--- config.mk ---
export PLATFORM = sky130hd
export DESIGN_NAME = timer_task_pool_flat
export DESIGN_NICKNAME = d
export VERILOG_FILES = /design/src/design/ttp_pkg.sv /design/src/design/ttp_in_if.sv /design/src/design/ttp_out_if.sv /design/src/design/ttp_cell.sv /design/src/design/ttp_ctrl.sv /design/src/design/timer_task_pool.sv /design/src/flat_wrapper.sv
export SDC_FILE = /design/constraint.sdc
export NUM_CORES = 1
export LEC_CHECK = 0
export ABC_AREA = 1
export BUFFER_PORTS_ARGS = -buffer_cell sky130_fd_sc_hd__buf_2
export CAP_MARGIN = 20
export CORE_MARGIN = 3
export CORE_UTILIZATION = 40
export DETAILED_ROUTE_END_ITERATION = 16
export GPL_ROUTABILITY_DRIVEN = 0
export SLEW_MARGIN = 20
export SYNTH_ARGS = -nofsm -noshare
export SYNTH_HDL_FRONTEND = slang
export SYNTH_HIERARCHICAL = 1
export SYNTH_SLANG_ARGS = --single-unit
--- constraint.sdc ---
create_clock -name clk -period 5.21 [get_ports clk]
set_input_delay 1.042 -clock clk [delete_from_list [all_inputs] [get_ports clk]]
set_output_delay 1.042 -clock clk [all_outputs]
set_load 0.02 [all_outputs]
--- src/design/ttp_pkg.sv ---
// Package for the timer task pool: sizes, operation and result codes,
// controller states and the structs passed between the controller and the cells.
// Has no dependencies.
package ttp_pkg;

  localparam int NUM_SLOTS  = 8;
  localparam int SLOT_W     = 3;
  localparam int OP_W       = 3;
  localparam int KIND_W     = 2;
  localparam int DELAY_W    = 32;
  localparam int ADDR_SLOTS = 2 ** SLOT_W;
  localparam int USED_SLOTS = (NUM_SLOTS < ADDR_SLOTS) ? NUM_SLOTS : ADDR_SLOTS;

  typedef enum logic [OP_W-1:0] {
    OP_ALLOC = 3'd0,
    OP_START = 3'd1,
    OP_TICK  = 3'd2,
    OP_RUN   = 3'd3,
    OP_CLEAR = 3'd4
  } opcode_t;

  typedef enum logic [KIND_W-1:0] {
    KIND_GRANT = 2'd0,
    KIND_FULL  = 2'd1,
    KIND_FIRE  = 2'd2,
    KIND_DONE  = 2'd3
  } kind_t;

  typedef enum logic [1:0] {
    S_IDLE,
    S_WALK,
    S_FULL,
    S_DONE
  } ctrl_state_t;

  typedef struct packed {
    logic [OP_W-1:0]    op;
    logic [SLOT_W-1:0]  slot;
    logic [DELAY_W-1:0] delay;
    logic               fast;
    logic               act;
    logic               go;
    logic               shift;
  } cell_cmd_t;

  typedef struct packed {
    logic hit;
    logic stop;
  } cell_resp_t;

endpackage

--- src/design/ttp_in_if.sv ---
// Input channel of the timer task pool: valid, ready and one operation.
// Depends on ttp_pkg.
interface ttp_in_if;
  logic                        valid;
  logic                        ready;
  logic [ttp_pkg::OP_W-1:0]    opcode;
  logic [ttp_pkg::SLOT_W-1:0]  slot_index;
  logic [ttp_pkg::DELAY_W-1:0] delay_ticks;
  logic                        run_in_tick;
  logic                        has_action;

  modport source (
    output valid, opcode, slot_index, delay_ticks, run_in_tick, has_action,
    input  ready
  );
  modport sink (
    input  valid, opcode, slot_index, delay_ticks, run_in_tick, has_action,
    output ready
  );
endinterface

--- src/design/ttp_out_if.sv ---
// Result channel of the timer task pool: valid, ready and one result.
// Depends on ttp_pkg.
interface ttp_out_if;
  logic                       valid;
  logic                       ready;
  logic [ttp_pkg::KIND_W-1:0] result_kind;
  logic [ttp_pkg::SLOT_W-1:0] slot_number;
  logic                       last_item;

  modport source (
    output valid, result_kind, slot_number, last_item,
    input  ready
  );
  modport sink (
    input  valid, result_kind, slot_number, last_item,
    output ready
  );
endinterface

--- src/design/ttp_cell.sv ---
// One timer slot of the pool: its marks, its countdown and the walk token.
// Depends on ttp_pkg.
module ttp_cell (
  input  logic                       clk,
  input  logic                       rst_n,
  input  ttp_pkg::cell_cmd_t         cmd,
  input  logic [ttp_pkg::SLOT_W-1:0] cell_idx,
  input  logic                       tok_in,
  output logic                       tok_out,
  output ttp_pkg::cell_resp_t        resp
);
  import ttp_pkg::*;

  logic               occ_r, occ_nxt;
  logic               awake_r, awake_nxt;
  logic               fast_r, fast_nxt;
  logic               act_r, act_nxt;
  logic [DELAY_W-1:0] cnt_r, cnt_nxt;
  logic               tok_r, tok_nxt;
  logic [DELAY_W-1:0] cnt_dec;
  logic               active;

  always_comb begin
    active    = tok_r & cmd.go;
    cnt_dec   = (cnt_r != '0) ? (cnt_r - DELAY_W'(1)) : '0;
    occ_nxt   = occ_r;
    awake_nxt = awake_r;
    fast_nxt  = fast_r;
    act_nxt   = act_r;
    cnt_nxt   = cnt_r;
    resp.hit  = 1'b0;
    resp.stop = 1'b0;
    if (active) begin
      unique case (cmd.op)
        OP_ALLOC: begin
          if (!occ_r) begin
            occ_nxt   = 1'b1;
            resp.hit  = 1'b1;
            resp.stop = 1'b1;
          end
        end
        OP_START: begin
          if (cmd.slot == cell_idx) begin
            fast_nxt  = cmd.fast;
            act_nxt   = cmd.act;
            cnt_nxt   = cmd.delay;
            awake_nxt = 1'b1;
          end
        end
        OP_TICK: begin
          if (awake_r) begin
            cnt_nxt  = cnt_dec;
            resp.hit = (cnt_dec == '0) && fast_r && act_r;
          end
        end
        OP_RUN: begin
          if (awake_r && (cnt_r == '0) && !fast_r) begin
            awake_nxt = 1'b0;
            resp.hit  = act_r;
          end
        end
        OP_CLEAR: begin
          occ_nxt   = 1'b0;
          awake_nxt = 1'b0;
          fast_nxt  = 1'b0;
          act_nxt   = 1'b0;
          cnt_nxt   = '0;
        end
        default: begin
        end
      endcase
    end
    tok_nxt = cmd.shift ? tok_in : tok_r;
    tok_out = tok_r & ~resp.stop;
  end

  always_ff @(posedge clk) begin
    if (!rst_n) begin
      occ_r   <= 1'b0;
      awake_r <= 1'b0;
      fast_r  <= 1'b0;
      act_r   <= 1'b0;
      cnt_r   <= '0;
      tok_r   <= 1'b0;
    end else begin
      occ_r   <= occ_nxt;
      awake_r <= awake_nxt;
      fast_r  <= fast_nxt;
      act_r   <= act_nxt;
      cnt_r   <= cnt_nxt;
      tok_r   <= tok_nxt;
    end
  end

endmodule

--- src/design/ttp_ctrl.sv ---
// Controller of the timer task pool: takes operations, steps the token along
// the cells and drives the result register. Depends on ttp_pkg and the channel interfaces.
module ttp_ctrl (
  input  logic                clk,
  input  logic                rst_n,
  ttp_in_if.sink              in_ch,
  ttp_out_if.source           out_ch,
  output ttp_pkg::cell_cmd_t  cmd,
  output logic                tok_start,
  input  ttp_pkg::cell_resp_t resp [ttp_pkg::USED_SLOTS]
);
  import ttp_pkg::*;

  ctrl_state_t        state_r, state_nxt;
  logic [SLOT_W-1:0]  pos_r, pos_nxt;
  logic [OP_W-1:0]    op_r;
  logic [SLOT_W-1:0]  slot_r;
  logic [DELAY_W-1:0] delay_r;
  logic               fast_r;
  logic               act_r;
  logic               out_valid_r, out_valid_nxt;
  logic [KIND_W-1:0]  kind_r, kind_nxt;
  logic [SLOT_W-1:0]  num_r, num_nxt;
  logic               last_r, last_nxt;
  logic               out_free;
  logic               accept;
  logic               advance;
  logic               any_hit;
  logic               any_stop;

  always_comb begin
    any_hit  = 1'b0;
    any_stop = 1'b0;
    for (int i = 0; i < USED_SLOTS; i++) begin
      any_hit  = any_hit | resp[i].hit;
      any_stop = any_stop | resp[i].stop;
    end
  end

  always_comb begin
    out_free      = !out_valid_r || out_ch.ready;
    in_ch.ready   = (state_r == S_IDLE);
    accept        = in_ch.valid && in_ch.ready;
    advance       = (state_r == S_WALK) && out_free;
    state_nxt     = state_r;
    pos_nxt       = pos_r;
    out_valid_nxt = out_valid_r && !out_ch.ready;
    kind_nxt      = kind_r;
    num_nxt       = num_r;
    last_nxt      = last_r;
    unique case (state_r)
      S_IDLE: begin
        if (accept) begin
          state_nxt = S_WALK;
          pos_nxt   = '0;
        end
      end
      S_WALK: begin
        if (advance) begin
          if (any_hit) begin
            out_valid_nxt = 1'b1;
            kind_nxt      = (op_r == OP_ALLOC) ? KIND_GRANT : KIND_FIRE;
            num_nxt       = pos_r;
            last_nxt      = 1'b0;
          end
          if (any_stop || (pos_r == SLOT_W'(USED_SLOTS - 1))) begin
            state_nxt = ((op_r == OP_ALLOC) && !any_stop) ? S_FULL : S_DONE;
          end else begin
            pos_nxt = pos_r + SLOT_W'(1);
          end
        end
      end
      S_FULL: begin
        if (out_free) begin
          out_valid_nxt = 1'b1;
          kind_nxt      = KIND_FULL;
          num_nxt       = '0;
          last_nxt      = 1'b0;
          state_nxt     = S_DONE;
        end
      end
      S_DONE: begin
        if (out_free) begin
          out_valid_nxt = 1'b1;
          kind_nxt      = KIND_DONE;
          num_nxt       = '0;
          last_nxt      = 1'b1;
          state_nxt     = S_IDLE;
        end
      end
      default: state_nxt = S_IDLE;
    endcase
  end

  always_ff @(posedge clk) begin
    if (!rst_n) begin
      state_r     <= S_IDLE;
      out_valid_r <= 1'b0;
      pos_r       <= '0;
    end else begin
      state_r     <= state_nxt;
      out_valid_r <= out_valid_nxt;
      pos_r       <= pos_nxt;
    end
  end

  always_ff @(posedge clk) begin
    kind_r <= kind_nxt;
    num_r  <= num_nxt;
    last_r <= last_nxt;
    if (accept) begin
      op_r    <= in_ch.opcode;
      slot_r  <= in_ch.slot_index;
      delay_r <= in_ch.delay_ticks;
      fast_r  <= in_ch.run_in_tick;
      act_r   <= in_ch.has_action;
    end
  end

  always_comb begin
    cmd.op             = op_r;
    cmd.slot           = slot_r;
    cmd.delay          = delay_r;
    cmd.fast           = fast_r;
    cmd.act            = act_r;
    cmd.go             = advance;
    cmd.shift          = advance || accept;
    tok_start          = accept;
    out_ch.valid       = out_valid_r;
    out_ch.result_kind = kind_r;
    out_ch.slot_number = num_r;
    out_ch.last_item   = last_r;
  end

endmodule

--- src/design/timer_task_pool.sv ---
// Timer task pool top level: a row of eight timer cells and the controller.
// Depends on ttp_pkg, ttp_in_if, ttp_out_if, ttp_cell and ttp_ctrl.
//
// Each operation (allocate, start, tick, run pending, clear all) is one input
// transfer. A token then steps through the slot cells, one cell per cycle, in
// ascending slot order; the cell holding the token does its part of the
// operation, and a grant or a fire is placed in the output register at once.
// Allocate stops at the first free slot. Every operation ends with a done
// result, preceded by a pool-full result when allocate finds no free slot.
// The token walk pauses while a result waits in the output register to be
// taken. A new operation is taken once the done result has been registered.
module timer_task_pool (
  input  logic      clk,
  input  logic      rst_n,
  ttp_in_if.sink    in_ch,
  ttp_out_if.source out_ch
);
  import ttp_pkg::*;

  cell_cmd_t  cmd;
  logic       tok_start;
  logic       tok_chain [USED_SLOTS];
  cell_resp_t resp [USED_SLOTS];

  ttp_ctrl u_ctrl (
    .clk       (clk),
    .rst_n     (rst_n),
    .in_ch     (in_ch),
    .out_ch    (out_ch),
    .cmd       (cmd),
    .tok_start (tok_start),
    .resp      (resp)
  );

  for (genvar i = 0; i < USED_SLOTS; i++) begin : g_cell
    logic tok_in;
    if (i == 0) begin : g_head
      assign tok_in = tok_start;
    end else begin : g_body
      assign tok_in = tok_chain[i-1];
    end
    ttp_cell u_cell (
      .clk      (clk),
      .rst_n    (rst_n),
      .cmd      (cmd),
      .cell_idx (SLOT_W'(i)),
      .tok_in   (tok_in),
      .tok_out  (tok_chain[i]),
      .resp     (resp[i])
    );
  end

endmodule
--- src/flat_wrapper.sv ---
// flat-port wrapper written by rule: the top's interface ports become plain ports
module timer_task_pool_flat import ttp_pkg::*;
  (clk, rst_n, in_ch_valid, in_ch_opcode, in_ch_slot_index, in_ch_delay_ticks, in_ch_run_in_tick, in_ch_has_action, in_ch_ready, out_ch_valid, out_ch_result_kind, out_ch_slot_number, out_ch_last_item, out_ch_ready);
  ttp_in_if in_ch_i ();
  ttp_out_if out_ch_i ();
  input  logic clk;
  input  logic rst_n;
  input wire logic [$bits(in_ch_i.valid)-1:0] in_ch_valid;
  input wire logic [$bits(in_ch_i.opcode)-1:0] in_ch_opcode;
  input wire logic [$bits(in_ch_i.slot_index)-1:0] in_ch_slot_index;
  input wire logic [$bits(in_ch_i.delay_ticks)-1:0] in_ch_delay_ticks;
  input wire logic [$bits(in_ch_i.run_in_tick)-1:0] in_ch_run_in_tick;
  input wire logic [$bits(in_ch_i.has_action)-1:0] in_ch_has_action;
  output wire logic [$bits(in_ch_i.ready)-1:0] in_ch_ready;
  output wire logic [$bits(out_ch_i.valid)-1:0] out_ch_valid;
  output wire logic [$bits(out_ch_i.result_kind)-1:0] out_ch_result_kind;
  output wire logic [$bits(out_ch_i.slot_number)-1:0] out_ch_slot_number;
  output wire logic [$bits(out_ch_i.last_item)-1:0] out_ch_last_item;
  input wire logic [$bits(out_ch_i.ready)-1:0] out_ch_ready;
  assign in_ch_i.valid = in_ch_valid;
  assign in_ch_i.opcode = in_ch_opcode;
  assign in_ch_i.slot_index = in_ch_slot_index;
  assign in_ch_i.delay_ticks = in_ch_delay_ticks;
  assign in_ch_i.run_in_tick = in_ch_run_in_tick;
  assign in_ch_i.has_action = in_ch_has_action;
  assign in_ch_ready = in_ch_i.ready;
  assign out_ch_valid = out_ch_i.valid;
  assign out_ch_result_kind = out_ch_i.result_kind;
  assign out_ch_slot_number = out_ch_i.slot_number;
  assign out_ch_last_item = out_ch_i.last_item;
  assign out_ch_i.ready = out_ch_ready;
  timer_task_pool u_core (.clk(clk), .rst_n(rst_n), .in_ch(in_ch_i), .out_ch(out_ch_i));
endmodule
==> flow_summary.toml <==
[status]
status = "finished clean"

[timing]
finalHoldViolCount = 0
relSlewSlack_pct = 17.5
setup_viol = 0
slew_viol_final = 0
rsz0062_at_grt = "no"
fin_crit_ps = 3700
clock.fmax_mhz = 270
fin_setup_tns_ps = 0
finalCritPeriodShare_pct = 71.0
finClkSkew_ps = 30.3
tightest_slew_ps = 1240

[cts]
cts_setup_buffers = 0
path_clk_slew_ps = 60
hold_buffers = 0
cts_tree = "done"
cts.sinks = 348
cts-buffers-inserted = 42
cts-resized-gates = 0
clkLatencyLatePin_ps = 580
cts_buffer_depth = 3
htree_levels = 2
root_buffer = "clkbuf_16"

[global_routing]
grt_pass1_vias = 25100
grt_first_pass_wirelength_um = 144000
grt_overflow = 0
grt.total_usage_pct = 26.8
grt_antenna_before_repair = 4
grt_max_degree = 100

[routing]
drt_iter0_drc = 2993
wl_um = 93800
dr_total_vias = 28300
ant_nets = 0
wl_per_cell_um = 18.0
firstDrtPassIters = 6
drc = 0
via_per_inst = 5.42

[power]
p_leak_nw = 13.6
p_per_area_mw_per_mm2 = 357
irDropWorstVdd_mv = 0.326
power.total_mw = 10.2

[critical_path]
path_max_fanout = 22
reg2reg_slack_ps = 1510
worstSetupEndpointType = "flop"
timing.rr.end = "u_core/u_ctrl/out_ch.result_kind[1]"
crit_type = "flop to flop"
start_kind = "flop"
worstSetupStartpoint = "u_core/g_cell[5].u_cell/cnt_r[0]"
r2r_start = "u_core/g_cell[5].u_cell/cnt_r[0]"
r2r_cells = 20
required_ps = 5430
arrival_ps = 3920

[die]
core-area_sq_mm = 0.0637
io_pins = 52
dieArea_sq_mm = 0.0681
std_cell_rows = 92
die_w_um = 261
die_h_um = 261
start_util_pct = 40.8

[place]
hpwl_um = 65400
io_buffers = 51
place_area_sq_mm = 0.0269

[synthesis]
syn_inst = 4328
syn-cell-area_sq_mm = 0.0260
yosys_warnings = 6
syn_area_per_cell_sq_um = 6.00

[layout]
nNetsFinal = 4395
syn_to_final_growth_pct = 9.52
finalInstanceArea_sq_mm = 0.0285
drive_gt1_share_pct = 8.95

[min_path]
holdPathEnd = "u_core/g_cell[2].u_cell/act_r"
holdPathStages = 2
min_from = "u_core/g_cell[2].u_cell/act_r"
hold_path_class = "flop to flop"

[flow_run]
maxCapViolCount = 0
==> sequential cells by signal, summed over array words and instances (netlist names) <==
signal	cells
u_core/g_cell.u_cell/cnt_r	256
u_core/u_ctrl/delay_r	32
u_core/u_ctrl/state_r	2
u_core/u_ctrl/slot_r	3
u_core/g_cell.u_cell/tok_r	8
u_core/u_ctrl/op_r	3
u_core/u_ctrl/act_r	1
u_core/g_cell.u_cell/fast_r	8
u_core/g_cell.u_cell/occ_r	8
u_core/g_cell.u_cell/awake_r	8
u_core/u_ctrl/fast_r	1
u_core/u_ctrl/out_ch.result_kind	2
u_core/u_ctrl/out_ch.slot_number	3
u_core/u_ctrl/out_ch.last_item	1
u_core/u_ctrl/pos_r	3
u_core/u_ctrl/out_ch.valid	1
u_core/g_cell.u_cell/act_r	8
==> per-layer routing <==
metal | up-vias | wire length, um | GRT usage, %
met5 | - | 30 | 0
met4 | 6 | 3750 | 10.7
met3 | 176 | 7440 | 4.70
met2 | 1006 | 39800 | 41.0
met1 | 13000 | 42800 | 37.2
li1 | 14200 | - | -
==> placed cells by master, fill, tap and decap left out, types with 38 or more instances in the layout <==
cell type  count
nand2_2       47
edfxtp_1      46
o21bai_1      38
o21ai_0      335
inv_1        377
xor2_1        38
buf_2         50
clkbuf_16     45
a21oi_1      416
nand2_1     1032
nand3_1      324
dfxtp_1      302
nor2_1       811
nor2_2        45
a22o_1        43
inv_2         54
==> layout make-up <==
class                   instances  area, sq um
well taps                     846         1060
inverters                     433         1630
clock buffers                  57         1230
clock inverters                20          263
fillers                      6913        35200
diodes                          5         12.5
repair buffers                 90          582
multi-input cells            3422        16300
flip-flops and latches        348         7430
==> per-stage QoR <==
step	hold WS, ps	instances	utilization [%]	worst slack (ps)
finish	463	5221	44.7	1510
global route	483	5216	44.7	1170
CTS	465	5215	44.7	1560
detailed placement	456	5138	42.3	1560
global placement	453	5137	42.3	1610
floorplan	444	4350	-	2560
==> power by group <==
group          internal (mW)  switching [mW]  leakage, nW  total (mW)
Combinational           1.14            2.36         9.98        3.49
Sequential              2.90           0.564         2.87        3.47
Clock                   1.96            1.26        0.726        3.21
Total                   6.00            4.18         13.6        10.2
==> worst max-delay path, cell delays in order (launching register included) <==
cell and delay, ps:
dfxtp_1 310, inv_1 140, ha_1 230, nand2_2 100
nor2_4 300, nand2_2 110, inv_2 70, nand2_2 280
nand3_1 220, nand2_1 70, nor2_1 170, nand2_1 70
nor2_1 100, nand2_1 90, nand2_1 90, nand2_1 80
a21oi_2 150, nor2_1 60, nand2_1 200, o31ai_1 150
nor3_1 340
==> worst max path at each step <==
stage                                     endpoint  cells past startpoint  slack, ps
5_1_grt        u_core/u_ctrl/out_ch.result_kind[0]                     20       1170
3_3_place_gp   u_core/u_ctrl/out_ch.result_kind[1]                     20       1610
3_5_place_dp   u_core/u_ctrl/out_ch.result_kind[1]                     19       1560
4_1_cts        u_core/u_ctrl/out_ch.result_kind[0]                     20       1560
6_report       u_core/u_ctrl/out_ch.result_kind[1]                     20       1510
2_1_floorplan    u_core/g_cell[7].u_cell/cnt_r[19]                     12       2560
(Power assumes the default switching activity.)
